--- src/sv/aab_pkg.sv ---
// ============================================================================
// Alpha blend blit package
// Shared types, register codes and the blend rounding helper.
// ============================================================================
package aab_pkg;

   // Width of the configuration port.
   localparam int CSR_INDEX_W = 3;
   localparam int CSR_DATA_W  = 16;

   // Bytes per pixel and the matching offset shift.
   localparam int PIXEL_BYTES = 4;
   localparam int PIXEL_SHIFT = $clog2(PIXEL_BYTES);

   // Depth of the queue between the front and the back end.
   localparam int QUEUE_DEPTH = 4;

   // Configuration register indexes.
   typedef enum logic [CSR_INDEX_W-1:0] {
      REG_DEST_X       = 3'd0,
      REG_DEST_Y       = 3'd1,
      REG_IMAGE_WIDTH  = 3'd2,
      REG_IMAGE_HEIGHT = 3'd3,
      REG_DEST_PITCH   = 3'd4,
      REG_SRC_PITCH    = 3'd5
   } reg_index_type;

   // Configuration as seen by the datapath, with sizes already clamped.
   typedef struct packed {
      logic [11:0] dest_x;
      logic [11:0] dest_y;
      logic [12:0] width;
      logic [12:0] height;
      logic [15:0] dest_pitch;
      logic [15:0] src_pitch;
   } cfg_type;

   // Divides a blend sum by 255, rounding half up.
   // The first estimate is never high and at most one low, so a single
   // compare and increment makes it exact.
   function automatic logic [7:0] blend_round(input logic [15:0] x);
      logic [16:0] y;
      logic [16:0] q0;
      logic [16:0] rem;
      y   = 17'(x) + 17'd127;
      q0  = (y + (y >> 8)) >> 8;
      rem = y - ((q0 << 8) - q0);
      if (rem >= 17'd255) begin
         q0 = q0 + 17'd1;
      end
      return q0[7:0];
   endfunction

endpackage

--- src/sv/aab_if.sv ---
// ============================================================================
// Alpha blend blit channel interfaces
// Valid/ready channels for pixel requests, blended responses and
// configuration writes.
// ============================================================================

// Pixel pair request channel.
interface aab_req_if;
   logic        valid;
   logic        ready;
   logic [31:0] src_pixel;
   logic [31:0] dst_pixel;

   modport source (output valid, output src_pixel, output dst_pixel, input ready);
   modport sink   (input valid, input src_pixel, input dst_pixel, output ready);
endinterface

// Blended pixel response channel.
interface aab_rsp_if;
   logic        valid;
   logic        ready;
   logic [23:0] out_pixel;
   logic [31:0] dst_offset;
   logic [31:0] src_offset;
   logic        last_pixel;

   modport source (output valid, output out_pixel, output dst_offset,
                   output src_offset, output last_pixel, input ready);
   modport sink   (input valid, input out_pixel, input dst_offset,
                   input src_offset, input last_pixel, output ready);
endinterface

// Configuration write channel.
interface aab_csr_if;
   import aab_pkg::*;
   logic                   valid;
   logic                   ready;
   logic [CSR_INDEX_W-1:0] index;
   logic [CSR_DATA_W-1:0]  data;

   modport source (output valid, output index, output data, input ready);
   modport sink   (input valid, input index, input data, output ready);
endinterface

--- src/sv/aab_front.sv ---
// ============================================================================
// Alpha blend blit front end
// Accepts pixel pairs, tracks the raster position and tags each
// transaction with its column, row and end-of-blit flag.
// ============================================================================
module aab_front #(
   parameter int CNT_W   = 12,
   parameter int ENTRY_W = 64 + 2 * CNT_W + 1
) (
   input  logic                 clock,
   input  logic                 reset,
   input  aab_pkg::cfg_type     cfg,
   aab_req_if.sink              req_ch,
   output logic                 push_valid,
   input  logic                 push_ready,
   output logic [ENTRY_W-1:0]   push_data
);
   import aab_pkg::*;

   logic [CNT_W-1:0] col_ff, col_in;
   logic [CNT_W-1:0] row_ff, row_in;
   logic             row_end;
   logic             col_last;
   logic             accept;

   // The queue takes the transaction directly.
   assign req_ch.ready = push_ready;
   assign push_valid   = req_ch.valid;
   assign accept       = req_ch.valid && push_ready;

   // A line is complete once the next position reaches the size; a counter
   // left beyond a shrunk size also completes its line.
   assign row_end  = (32'(col_ff) + 32'd1) >= 32'(cfg.width);
   assign col_last = (32'(row_ff) + 32'd1) >= 32'(cfg.height);

   assign push_data = {req_ch.src_pixel, req_ch.dst_pixel, col_ff, row_ff,
                       row_end && col_last};

   // Raster position for the next transaction.
   always_comb begin
      col_in = col_ff;
      row_in = row_ff;
      if (accept) begin
         if (row_end) begin
            col_in = '0;
            if (col_last) begin
               row_in = '0;
            end else begin
               row_in = row_ff + CNT_W'(1);
            end
         end else begin
            col_in = col_ff + CNT_W'(1);
         end
      end
   end

   always_ff @(posedge clock) begin
      if (reset) begin
         col_ff <= '0;
         row_ff <= '0;
      end else begin
         col_ff <= col_in;
         row_ff <= row_in;
      end
   end

endmodule

--- src/sv/aab_queue.sv ---
// ============================================================================
// Alpha blend blit queue
// Small first-in first-out buffer that decouples the front end from the
// blend and address back end.
// ============================================================================
module aab_queue #(
   parameter int WIDTH = 89,
   parameter int DEPTH = 4
) (
   input  logic             clock,
   input  logic             reset,
   input  logic             push_valid,
   output logic             push_ready,
   input  logic [WIDTH-1:0] push_data,
   output logic             pop_valid,
   input  logic             pop_ready,
   output logic [WIDTH-1:0] pop_data
);
   localparam int PTR_W = (DEPTH > 1) ? $clog2(DEPTH) : 1;
   localparam int CNT_W = $clog2(DEPTH + 1);

   logic [WIDTH-1:0] entry_ff [DEPTH];
   logic [PTR_W-1:0] wr_ptr_ff, wr_ptr_in;
   logic [PTR_W-1:0] rd_ptr_ff, rd_ptr_in;
   logic [CNT_W-1:0] count_ff, count_in;
   logic             do_push;
   logic             do_pop;

   assign push_ready = count_ff != CNT_W'(DEPTH);
   assign pop_valid  = count_ff != '0;
   assign pop_data   = entry_ff[rd_ptr_ff];
   assign do_push    = push_valid && push_ready;
   assign do_pop     = pop_valid && pop_ready;

   // Pointer and fill count update.
   always_comb begin
      wr_ptr_in = wr_ptr_ff;
      rd_ptr_in = rd_ptr_ff;
      count_in  = count_ff;
      if (do_push) begin
         wr_ptr_in = (wr_ptr_ff == PTR_W'(DEPTH - 1)) ? '0 : wr_ptr_ff + PTR_W'(1);
      end
      if (do_pop) begin
         rd_ptr_in = (rd_ptr_ff == PTR_W'(DEPTH - 1)) ? '0 : rd_ptr_ff + PTR_W'(1);
      end
      if (do_push && !do_pop) begin
         count_in = count_ff + CNT_W'(1);
      end else if (do_pop && !do_push) begin
         count_in = count_ff - CNT_W'(1);
      end
   end

   always_ff @(posedge clock) begin
      if (reset) begin
         wr_ptr_ff <= '0;
         rd_ptr_ff <= '0;
         count_ff  <= '0;
      end else begin
         wr_ptr_ff <= wr_ptr_in;
         rd_ptr_ff <= rd_ptr_in;
         count_ff  <= count_in;
      end
   end

   // Storage holds payload only.
   always_ff @(posedge clock) begin
      if (do_push) begin
         entry_ff[wr_ptr_ff] <= push_data;
      end
   end

endmodule

--- src/sv/aab_back.sv ---
// ============================================================================
// Alpha blend blit back end
// Two-stage pipeline: the first stage forms the channel products and the
// offset products, the second rounds, sums and holds the response.
// ============================================================================
module aab_back #(
   parameter int CNT_W   = 12,
   parameter int ENTRY_W = 64 + 2 * CNT_W + 1
) (
   input  logic                 clock,
   input  logic                 reset,
   input  aab_pkg::cfg_type     cfg,
   input  logic                 pop_valid,
   output logic                 pop_ready,
   input  logic [ENTRY_W-1:0]   pop_data,
   aab_rsp_if.source            rsp_ch
);
   import aab_pkg::*;

   // Width of the destination position sums and of the signed source row.
   localparam int SUM_W  = ((CNT_W > 12) ? CNT_W : 12) + 1;
   localparam int DIFF_W = ((CNT_W > 13) ? CNT_W : 13) + 2;

   logic [31:0]      src_pix;
   logic [31:0]      dst_pix;
   logic [CNT_W-1:0] col;
   logic [CNT_W-1:0] row;
   logic             last;

   logic [7:0]              alpha;
   logic [15:0]             mix_in [3];
   logic [SUM_W-1:0]        dy_sum;
   logic [SUM_W-1:0]        dx_sum;
   logic [SUM_W+15:0]       d_prod;
   logic [DIFF_W-1:0]       s_diff;
   logic signed [DIFF_W+16:0] s_prod;

   logic        s1_valid_ff, s1_valid_in;
   logic [15:0] mix_ff [3];
   logic [31:0] drow_ff, drow_in;
   logic [31:0] dcol_ff, dcol_in;
   logic [31:0] srow_ff, srow_in;
   logic [31:0] scol_ff, scol_in;
   logic        s1_last_ff;

   logic        s2_valid_ff, s2_valid_in;
   logic [23:0] pixel_ff, pixel_in;
   logic [31:0] doff_ff, doff_in;
   logic [31:0] soff_ff, soff_in;
   logic        s2_last_ff;

   logic        s1_ready;
   logic        s2_ready;

   // Unpack the queued transaction.
   assign src_pix = pop_data[ENTRY_W-1 -: 32];
   assign dst_pix = pop_data[ENTRY_W-33 -: 32];
   assign col     = pop_data[2*CNT_W : CNT_W+1];
   assign row     = pop_data[CNT_W:1];
   assign last    = pop_data[0];

   // Stall control: a stage moves when the stage after it has room.
   assign s2_ready  = !s2_valid_ff || rsp_ch.ready;
   assign s1_ready  = !s1_valid_ff || s2_ready;
   assign pop_ready = s1_ready;

   // Stage one: per-channel weighted sum and the offset products.
   assign alpha = src_pix[31:24];

   always_comb begin
      for (int c = 0; c < 3; c++) begin
         mix_in[c] = 16'(8'hFF - alpha) * 16'(dst_pix[8*c +: 8])
                   + 16'(alpha) * 16'(src_pix[8*c +: 8]);
      end
   end

   assign dy_sum  = SUM_W'(cfg.dest_y) + SUM_W'(row);
   assign dx_sum  = SUM_W'(cfg.dest_x) + SUM_W'(col);
   assign d_prod  = (SUM_W+16)'(dy_sum) * (SUM_W+16)'(cfg.dest_pitch);
   assign drow_in = 32'(d_prod);
   assign dcol_in = 32'(dx_sum) << PIXEL_SHIFT;

   // The source row term may go negative after a size change; it wraps.
   assign s_diff  = DIFF_W'(cfg.height) - DIFF_W'(row) - DIFF_W'(1);
   assign s_prod  = $signed(s_diff) * $signed({1'b0, cfg.src_pitch});
   assign srow_in = 32'(s_prod);
   assign scol_in = 32'(col) << PIXEL_SHIFT;

   assign s1_valid_in = s1_ready ? pop_valid : s1_valid_ff;

   // Stage two: rounding and offset sums.
   always_comb begin
      for (int c = 0; c < 3; c++) begin
         pixel_in[8*c +: 8] = blend_round(mix_ff[c]);
      end
   end

   assign doff_in     = drow_ff + dcol_ff;
   assign soff_in     = srow_ff + scol_ff;
   assign s2_valid_in = s2_ready ? s1_valid_ff : s2_valid_ff;

   always_ff @(posedge clock) begin
      if (reset) begin
         s1_valid_ff <= 1'b0;
         s2_valid_ff <= 1'b0;
      end else begin
         s1_valid_ff <= s1_valid_in;
         s2_valid_ff <= s2_valid_in;
      end
   end

   // Payload registers.
   always_ff @(posedge clock) begin
      if (s1_ready) begin
         mix_ff     <= mix_in;
         drow_ff    <= drow_in;
         dcol_ff    <= dcol_in;
         srow_ff    <= srow_in;
         scol_ff    <= scol_in;
         s1_last_ff <= last;
      end
      if (s2_ready) begin
         pixel_ff   <= pixel_in;
         doff_ff    <= doff_in;
         soff_ff    <= soff_in;
         s2_last_ff <= s1_last_ff;
      end
   end

   assign rsp_ch.valid      = s2_valid_ff;
   assign rsp_ch.out_pixel  = pixel_ff;
   assign rsp_ch.dst_offset = doff_ff;
   assign rsp_ch.src_offset = soff_ff;
   assign rsp_ch.last_pixel = s2_last_ff;

endmodule

--- src/sv/alpha_blend_blit_unit.sv ---
// ============================================================================
// Alpha blend blit unit
// Blends ARGB source pixels over destination pixels and reports the byte
// offsets of each pixel in both images.
// ============================================================================
// A request transaction taken at an edge is written into the queue, then passes
// the two pipeline stages before response valid.
// Throughput: one pixel per clock, paced by the two-stage blend and
// address pipeline behind the queue; it stalls only when responses back up.
// Reset: synchronous; clears the raster counters, the queue and the
// pipeline, and loads the configuration reset values.
module alpha_blend_blit_unit #(
   parameter int MAX_DIM = 4096
) (
   input  logic      clock,
   input  logic      reset,
   aab_req_if.sink   req_ch,
   aab_rsp_if.source rsp_ch,
   aab_csr_if.sink   csr_ch
);
   import aab_pkg::*;

   localparam int CNT_W   = $clog2(MAX_DIM);
   localparam int ENTRY_W = 64 + 2 * CNT_W + 1;
   // Largest size a 13-bit register can reach after clamping.
   localparam int DIM_CAP = (MAX_DIM > 8191) ? 8191 : MAX_DIM;

   logic [11:0] dest_x_ff, dest_x_in;
   logic [11:0] dest_y_ff, dest_y_in;
   logic [12:0] width_ff, width_in;
   logic [12:0] height_ff, height_in;
   logic [15:0] dest_pitch_ff, dest_pitch_in;
   logic [15:0] src_pitch_ff, src_pitch_in;

   cfg_type            cfg;
   logic               push_valid;
   logic               push_ready;
   logic [ENTRY_W-1:0] push_data;
   logic               pop_valid;
   logic               pop_ready;
   logic [ENTRY_W-1:0] pop_data;

   // Sizes of zero count as one; sizes above the limit count as the limit.
   function automatic logic [12:0] clamp_dim(input logic [12:0] v);
      logic [12:0] r;
      r = v;
      if (v == '0) begin
         r = 13'd1;
      end else if (32'(v) > DIM_CAP) begin
         r = 13'(DIM_CAP);
      end
      return r;
   endfunction

   // Configuration writes are always taken; unknown indexes are dropped.
   assign csr_ch.ready = 1'b1;

   always_comb begin
      dest_x_in     = dest_x_ff;
      dest_y_in     = dest_y_ff;
      width_in      = width_ff;
      height_in     = height_ff;
      dest_pitch_in = dest_pitch_ff;
      src_pitch_in  = src_pitch_ff;
      if (csr_ch.valid) begin
         case (reg_index_type'(csr_ch.index))
            REG_DEST_X:       dest_x_in     = csr_ch.data[11:0];
            REG_DEST_Y:       dest_y_in     = csr_ch.data[11:0];
            REG_IMAGE_WIDTH:  width_in      = csr_ch.data[12:0];
            REG_IMAGE_HEIGHT: height_in     = csr_ch.data[12:0];
            REG_DEST_PITCH:   dest_pitch_in = csr_ch.data;
            REG_SRC_PITCH:    src_pitch_in  = csr_ch.data;
            default: ;
         endcase
      end
   end

   always_ff @(posedge clock) begin
      if (reset) begin
         dest_x_ff     <= 12'd0;
         dest_y_ff     <= 12'd0;
         width_ff      <= 13'd1;
         height_ff     <= 13'd1;
         dest_pitch_ff <= 16'd4;
         src_pitch_ff  <= 16'd4;
      end else begin
         dest_x_ff     <= dest_x_in;
         dest_y_ff     <= dest_y_in;
         width_ff      <= width_in;
         height_ff     <= height_in;
         dest_pitch_ff <= dest_pitch_in;
         src_pitch_ff  <= src_pitch_in;
      end
   end

   // Effective configuration for both halves of the datapath.
   always_comb begin
      cfg.dest_x     = dest_x_ff;
      cfg.dest_y     = dest_y_ff;
      cfg.width      = clamp_dim(width_ff);
      cfg.height     = clamp_dim(height_ff);
      cfg.dest_pitch = dest_pitch_ff;
      cfg.src_pitch  = src_pitch_ff;
   end

   aab_front #(
      .CNT_W   (CNT_W),
      .ENTRY_W (ENTRY_W)
   ) u_front (
      .clock      (clock),
      .reset      (reset),
      .cfg        (cfg),
      .req_ch     (req_ch),
      .push_valid (push_valid),
      .push_ready (push_ready),
      .push_data  (push_data)
   );

   aab_queue #(
      .WIDTH (ENTRY_W),
      .DEPTH (QUEUE_DEPTH)
   ) u_queue (
      .clock      (clock),
      .reset      (reset),
      .push_valid (push_valid),
      .push_ready (push_ready),
      .push_data  (push_data),
      .pop_valid  (pop_valid),
      .pop_ready  (pop_ready),
      .pop_data   (pop_data)
   );

   aab_back #(
      .CNT_W   (CNT_W),
      .ENTRY_W (ENTRY_W)
   ) u_back (
      .clock     (clock),
      .reset     (reset),
      .cfg       (cfg),
      .pop_valid (pop_valid),
      .pop_ready (pop_ready),
      .pop_data  (pop_data),
      .rsp_ch    (rsp_ch)
   );

endmodule

--- src/flat_wrapper.sv ---
// flat-port wrapper written by rule: the top's interface ports become plain ports
module alpha_blend_blit_unit_flat import aab_pkg::*;
#(
   parameter int MAX_DIM = 4096
)
  (clock, reset, req_ch_valid, req_ch_src_pixel, req_ch_dst_pixel, req_ch_ready, rsp_ch_valid, rsp_ch_out_pixel, rsp_ch_dst_offset, rsp_ch_src_offset, rsp_ch_last_pixel, rsp_ch_ready, csr_ch_valid, csr_ch_index, csr_ch_data, csr_ch_ready);
  aab_req_if req_ch_i ();
  aab_rsp_if rsp_ch_i ();
  aab_csr_if csr_ch_i ();
  input  logic clock;
  input  logic reset;
  input wire logic [$bits(req_ch_i.valid)-1:0] req_ch_valid;
  input wire logic [$bits(req_ch_i.src_pixel)-1:0] req_ch_src_pixel;
  input wire logic [$bits(req_ch_i.dst_pixel)-1:0] req_ch_dst_pixel;
  output wire logic [$bits(req_ch_i.ready)-1:0] req_ch_ready;
  output wire logic [$bits(rsp_ch_i.valid)-1:0] rsp_ch_valid;
  output wire logic [$bits(rsp_ch_i.out_pixel)-1:0] rsp_ch_out_pixel;
  output wire logic [$bits(rsp_ch_i.dst_offset)-1:0] rsp_ch_dst_offset;
  output wire logic [$bits(rsp_ch_i.src_offset)-1:0] rsp_ch_src_offset;
  output wire logic [$bits(rsp_ch_i.last_pixel)-1:0] rsp_ch_last_pixel;
  input wire logic [$bits(rsp_ch_i.ready)-1:0] rsp_ch_ready;
  input wire logic [$bits(csr_ch_i.valid)-1:0] csr_ch_valid;
  input wire logic [$bits(csr_ch_i.index)-1:0] csr_ch_index;
  input wire logic [$bits(csr_ch_i.data)-1:0] csr_ch_data;
  output wire logic [$bits(csr_ch_i.ready)-1:0] csr_ch_ready;
  assign req_ch_i.valid = req_ch_valid;
  assign req_ch_i.src_pixel = req_ch_src_pixel;
  assign req_ch_i.dst_pixel = req_ch_dst_pixel;
  assign req_ch_ready = req_ch_i.ready;
  assign rsp_ch_valid = rsp_ch_i.valid;
  assign rsp_ch_out_pixel = rsp_ch_i.out_pixel;
  assign rsp_ch_dst_offset = rsp_ch_i.dst_offset;
  assign rsp_ch_src_offset = rsp_ch_i.src_offset;
  assign rsp_ch_last_pixel = rsp_ch_i.last_pixel;
  assign rsp_ch_i.ready = rsp_ch_ready;
  assign csr_ch_i.valid = csr_ch_valid;
  assign csr_ch_i.index = csr_ch_index;
  assign csr_ch_i.data = csr_ch_data;
  assign csr_ch_ready = csr_ch_i.ready;
  alpha_blend_blit_unit #(.MAX_DIM(MAX_DIM)) u_core (.clock(clock), .reset(reset), .req_ch(req_ch_i), .rsp_ch(rsp_ch_i), .csr_ch(csr_ch_i));
endmodule
--- config.mk ---
export PLATFORM = sky130hd
export DESIGN_NAME = alpha_blend_blit_unit_flat
export DESIGN_NICKNAME = d
export VERILOG_FILES = /design/src/sv/aab_pkg.sv /design/src/sv/aab_if.sv /design/src/sv/aab_front.sv /design/src/sv/aab_queue.sv /design/src/sv/aab_back.sv /design/src/sv/alpha_blend_blit_unit.sv /design/src/flat_wrapper.sv
export SDC_FILE = /design/constraint.sdc
export NUM_CORES = 2
export LEC_CHECK = 0
export ABC_AREA = 0
export BUFFER_PORTS_ARGS = -buffer_cell sky130_fd_sc_hd__buf_4
export CORE_ASPECT_RATIO = 0.75
export CORE_MARGIN = 2
export CORE_UTILIZATION = 40
export CTS_CLUSTER_SIZE = 14
export DETAILED_ROUTE_END_ITERATION = 6
export GPL_ROUTABILITY_DRIVEN = 0
export SETUP_SLACK_MARGIN = 0.2
export SYNTH_ARGS = -nofsm -noshare
export SYNTH_HDL_FRONTEND = slang
export SYNTH_SLANG_ARGS = --single-unit
--- constraint.sdc ---
create_clock -name clock -period 28.7 [get_ports clock]
set_clock_uncertainty 0.1 [all_clocks]
set_input_delay 4.305 -clock clock [delete_from_list [all_inputs] [get_ports clock]]
set_output_delay 4.305 -clock clock [all_outputs]
set_load 0.05 [all_outputs]
Yosys cells after proc, flatten, opt, wreduce, memory -nomap -nowiden
Memory sizes are Yosys's and may differ from the RTL's. A register that Yosys moved wholly into a read port is not among the register bits.
Cells that the tools add are included.
- add/subtract/negate cells: 33
- $mul: 8
- $lt $le $gt $ge: 7
- equality and inequality tests: 8
- mux-type cells: 17
- reduce and logical (&&, ||, !) cells: 23
- operators with widths (operator ; count):
    $mux 13 ; 4
    $add 16x7->17 const B ; 3
    $add 17x9->17 ; 3
    $ge 17x8->1 const B ; 3
    $sub 17x17->17 ; 3
    $sub 17x9->17 ; 3
    $add 16x16->16 ; 3
    $mul 8x8->16 ; 3
    $add 32x14->32 ; 1
    $mul 15x17->32 ; 1
    $mul 16x8->16 ; 2
    $add 29x15->30 ; 1
    $mul 13x16->29 ; 1
    $add 12x1->13 const B ; 2
    $add 12x12->13 ; 2
    $ge 13x13->1 ; 2
    $gt 13x13->1 const B ; 2
    $logic_not 13->1 ; 2
    $add 12x1->12 const B ; 2
    $add 8x1->8 const B ; 3
    $mux 12 ; 2
    $mux 8 ; 3
    $mul 9x9->16 ; 1
    $sub 14x2->15 const B ; 1
    20 further kinds ; 43
- register bits: 339
- memory bits (writable): 356
- output and inout bits: 92
- memories kept: 1
- memory list (name ; words ; width ; read ports ; clocked after Yosys merged registers in ; write ports ; RTL line ; text):
    u_core.u_queue.entry_ff ; 4 ; 89 ; 1 ; 1 ; 1 ; aab_queue.sv:22 ; logic [WIDTH-1:0] entry_ff [DEPTH];

Depth between registers and ports, before layout
- depth after elaboration: 7
- gate-level depth with buffers: 42

Cells and area by module
Synthesis repeated with hierarchy kept, for this count alone.
- cells, all modules: 5855
- area, all modules: 62289.7 um^2
- by module, submodules not included (module ; times used ; cells each ; area each (um^2) ; seq. area each (um^2)):
    aab_back ; 1 ; 4582 ; 43103.8 ; 6706.4
    aab_queue ; 1 ; 513 ; 13289.0 ; 10870.4
    alpha_blend_blit_unit ; 1 ; 406 ; 3174.3 ; 1641.6
    aab_front ; 1 ; 354 ; 2722.6 ; 480.5

Worst setup path after synthesis
No wires, ideal clock.
- kind: register to register
- start: register (tool-made name)
- end: register u_core.u_back.srow_ff[31] (data pin)
- data arrival time: 10.165 ns
- slack: 18.175 ns
- stages on the path, launching flop included: 41
- path buffers: 6
- clock period less this slack: 10.525 ns
- cell sequence: dfxtp_1 clkbuf_1 clkbuf_1 buf_1 buf_1 clkbuf_1 mux4_2 ha_1 inv_1 fa_1 a21o_1 a21oi_2 o21bai_1 a21oi_1 o21ai_0 xnor2_1 o2111ai_1 nor3_1 (+5 left out) fa_1 fa_1 fa_1 fa_1 inv_1 fa_1 inv_1 ha_1 a2111oi_0 o21ai_0 o21ai_0 o2bb2a_1 o21ai_1 o22a_1 a2111o_1 a21o_1 a21oi_1 xnor2_1
- RTL lines (what ; RTL line ; text):
    end signal, assigned ; aab_back.sv:118 ; srow_ff <= srow_in;
    end, declared ; aab_back.sv:42 ; logic [31:0] srow_ff, srow_in;

==> flow_metrics.env <==
export IMPL_synthToLayoutAreaGrowth_pct=10.6
export IMPL_synth_avg_cell_area_um2=10.3
export IMPL_drive_above_1_share_pct=8.71
export IMPL_dp_slack_ns=17.72
export IMPL_multi_input_area_um2=37400
export IMPL_r2r_slack_ns=17.59
export IMPL_synth_area_um2=60100
export IMPL_cts_tree="yes"
export IMPL_ys_seq_area_share_pct=31.2
export IMPL_clock_latency_ns=0.71
export IMPL_placed_cells=7864
export IMPL_via_per_inst=5.12
export IMPL_r2r_cells=33
export IMPL_routedWlPerCell_um=18.5
export IMPL_worstHoldPathType="reg -> reg"
export IMPL_final_common_cell="inv_1"
export IMPL_startpoint_type="flop"
export IMPL_chipHeight_um=340
export IMPL_finalCoreUtilization_pct=44.4
export IMPL_die_x_um=451
export IMPL_ys_async_sr_fraction_pct=0
export IMPL_endpoint_kind="flop"
export IMPL_cp_arrival_ns=11.44
export IMPL_cp_slowest_stage_delay_ns=0.85
export IMPL_hold_path_end="u_core.u_back.rsp_ch.src_offset[0]$_DFFE_PP_"
export IMPL_ys_seq_elements=663
export IMPL_grt_use_met2_pct=29.0
export IMPL_fmax_ghz=0.0900
export IMPL_layout_nets=7257
export IMPL_grt_pass1_wl_um=235000
export IMPL_post_cts_buffers=0
export IMPL_ys_flop_type="edfxtp_1"
export IMPL_grt_use_met3_pct=4.11
export IMPL_cts_root_buf="clkbuf_16"
export IMPL_antenna_found_initial=19
export IMPL_cts_path_max_buffers=3
export IMPL_drcViolationCount=0
export IMPL_period_needed_ns=11.11
export IMPL_finalSetupViolations=0
export IMPL_grt_use_total_pct=19.5
export IMPL_outcome="completed"
export IMPL_grt_max_degree=85
export IMPL_path_max_fanout=42
export IMPL_final_cell_mix="inv_1 (928), nand2_1 (744), fa_1 (631)"
export IMPL_setup_slack_ns=17.59
export IMPL_cpMostUsedCell="fa_1"
export IMPL_initial_core_util_pct=40.2
export IMPL_clock_sinks=663
export IMPL_vias=41000
export IMPL_port_buffers=168
export IMPL_timing_final_crit_share_pct=38.7
export IMPL_instances_no_fill=8007
export IMPL_grt_busiest_layer="met2"
export IMPL_syn_inst=5814
export IMPL_seq_area_um2=18700
export IMPL_grtUsageMet1_pct=28.9
export IMPL_drv_slew=0
export IMPL_wl_um=148000
export IMPL_tightest_slew_ns=1.27
export IMPL_maxCapViolCount=0
export IMPL_rsz0062_at_grt="false"
export IMPL_dpl_hpwl_um=112000
export IMPL_gr_total_overflow=0
export IMPL_cts_htree_levels=3
export IMPL_cts_buffers=76
export IMPL_crit_required_ns=29.04
export IMPL_min_from="u_core.u_back.srow_ff[0]$_DFFE_PN_"
export IMPL_cts_hold_buf=0
export IMPL_drt_iter0_markers=2664
export IMPL_yosys_cell_types_count=100
export IMPL_drtAntennaViolNets=0
export IMPL_critical_path_class="reg -> reg"
export IMPL_io_pins=180
export IMPL_fillerInstances=14100
export IMPL_worstReg2RegEnd="u_core.u_back.srow_ff[30]$_DFFE_PN_"
export IMPL_synth_edff_count=546
export IMPL_fin_setup_tns_ns=0
export IMPL_core_area_um2=150000
export IMPL_yosysWarnings=0
export IMPL_fp_dieArea_um2=153000
export IMPL_whs_path_depth=0
export IMPL_cts_resized=0
export IMPL_crit_slowest_cell="dfxtp_4"
export IMPL_cts_clk_slew_worst_paths_ns=0.06
export IMPL_relSlewSlack_pct=13.2
export IMPL_hold_viol_final=0
export IMPL_fp_row_count=123
export IMPL_drtPass1Iterations=6
export IMPL_first_global_vias=41700
==> per-layer routing <==
metal,vias to the layer above,share of wire (%)
met1,20400,48
met2,1016,42
met4,20,2.3
met3,175,6.8
met5,-,0.093
li1,19400,-
==> registers in the layout, indices dropped and copies added, names as in the netlist, 3 cells and up, named ones only <==
signal,cells
u_core.u_queue.entry_ff,324
u_core.u_back.mix_ff,48
u_core.u_back.rsp_ch.src_offset,32
u_core.u_back.srow_ff,32
u_core.u_back.rsp_ch.dst_offset,30
u_core.u_back.drow_ff,29
u_core.u_back.rsp_ch.out_pixel,24
u_core.dest_pitch_ff,16
u_core.src_pitch_ff,16
u_core.height_ff,13
u_core.u_back.dcol_ff,13
u_core.width_ff,13
u_core.dest_x_ff,12
u_core.dest_y_ff,12
u_core.u_back.scol_ff,12
u_core.u_front.col_ff,12
u_core.u_front.row_ff,12
u_core.u_queue.count_ff,3
==> synthesized netlist by cell type, drive strengths merged, types with 11 or more instances <==
master / instances / area share (%)
a211oi: 16 / 0.22
a21o: 53 / 0.66
a21oi: 244 / 2.0
a31oi: 22 / 0.23
and2: 251 / 2.6
and3: 40 / 0.42
buf: 23 / 0.17
clkbuf: 140 / 0.87
dfxtp: 117 / 3.9
edfxtp: 546 / 27
fa: 631 / 21
ha: 596 / 12
inv: 929 / 5.8
mux2: 39 / 0.73
mux2i: 44 / 0.75
mux4: 45 / 1.7
nand2: 747 / 4.7
nand2b: 44 / 0.46
nand3: 53 / 0.44
nand3b: 16 / 0.20
nand4: 29 / 0.33
nor2: 291 / 1.8
nor2b: 48 / 0.50
nor3: 72 / 0.62
nor3b: 12 / 0.15
nor4: 16 / 0.21
o2111ai: 11 / 0.19
o211ai: 13 / 0.16
o21a: 65 / 0.81
o21ai: 144 / 1.2
o21bai: 36 / 0.45
or2: 34 / 0.35
or3: 27 / 0.29
xnor2: 219 / 3.2
xor2: 80 / 1.2
==> final cells by class <==
cell class	count	share of cell area, %
tap	2000	3.77
multi-input combinational	4062	56.3
inverter	930	5.26
clock buffer	94	3.22
sequential	663	28.2
antenna	5	0.0188
timing repair buffer	209	2.36
clock inverter	44	0.853
==> stage by stage <==
step | cell area (µm²) | hold WS (ns)
after floorplan | 60100 | 0.300
after global placement | 63700 | 0.302
after detailed placement | 63700 | 0.307
after CTS | 66400 | 0.328
after global routing | 66400 | 0.339
final | 66400 | 0.326
==> worst max-delay path by stage <==
stage	to	slack [ns]	depth (start not counted)
finish	u_core.u_back.srow_ff[30]$_DFFE_PN_	17.59	33
global route	u_core.u_back.srow_ff[31]$_DFFE_PN_	16.87	32
CTS	u_core.u_back.srow_ff[31]$_DFFE_PN_	17.67	32
detailed placement	u_core.u_back.srow_ff[31]$_DFFE_PN_	17.72	31
global placement	u_core.u_back.srow_ff[31]$_DFFE_PN_	17.84	31
floorplan	u_core.u_back.srow_ff[31]$_DFFE_PN_	18.17	40
==> kinds of logic (layout without fill, tap and decap cells) <==
kind of cell             after synthesis  in the layout  share of synthesized area (%)
XOR/XNOR                             299            299                           4.40
multiplexers                         128            128                           3.17
other                                  2             11                         0.0125
adder cells (fa/ha/maj)             1227           1227                           33.4
AND/OR/NAND/NOR                     1710           1710                           13.6
buffers and inverters               1093           1277                           6.86
flip-flops                           663            663                           31.2
AO/OA/AOI/OAI                        692            692                           7.33
==> worst max-delay path, delay by kind of cell, from the launching register on <==
family | cells | cell delay, ns
DFF | 1 | 0.85
adders and majority gates | 8 | 3.29
buffers and inverters | 6 | 0.98
and+or+nand+nor | 5 | 1.51
AOI/OAI and AO/OA | 10 | 2.12
xor gates and xnor gates | 3 | 1.30
muxes | 1 | 0.67
Power is left out: the tool's default activity adds up to more than one toggle a clock period on the data nets, which glitch-free logic cannot reach.
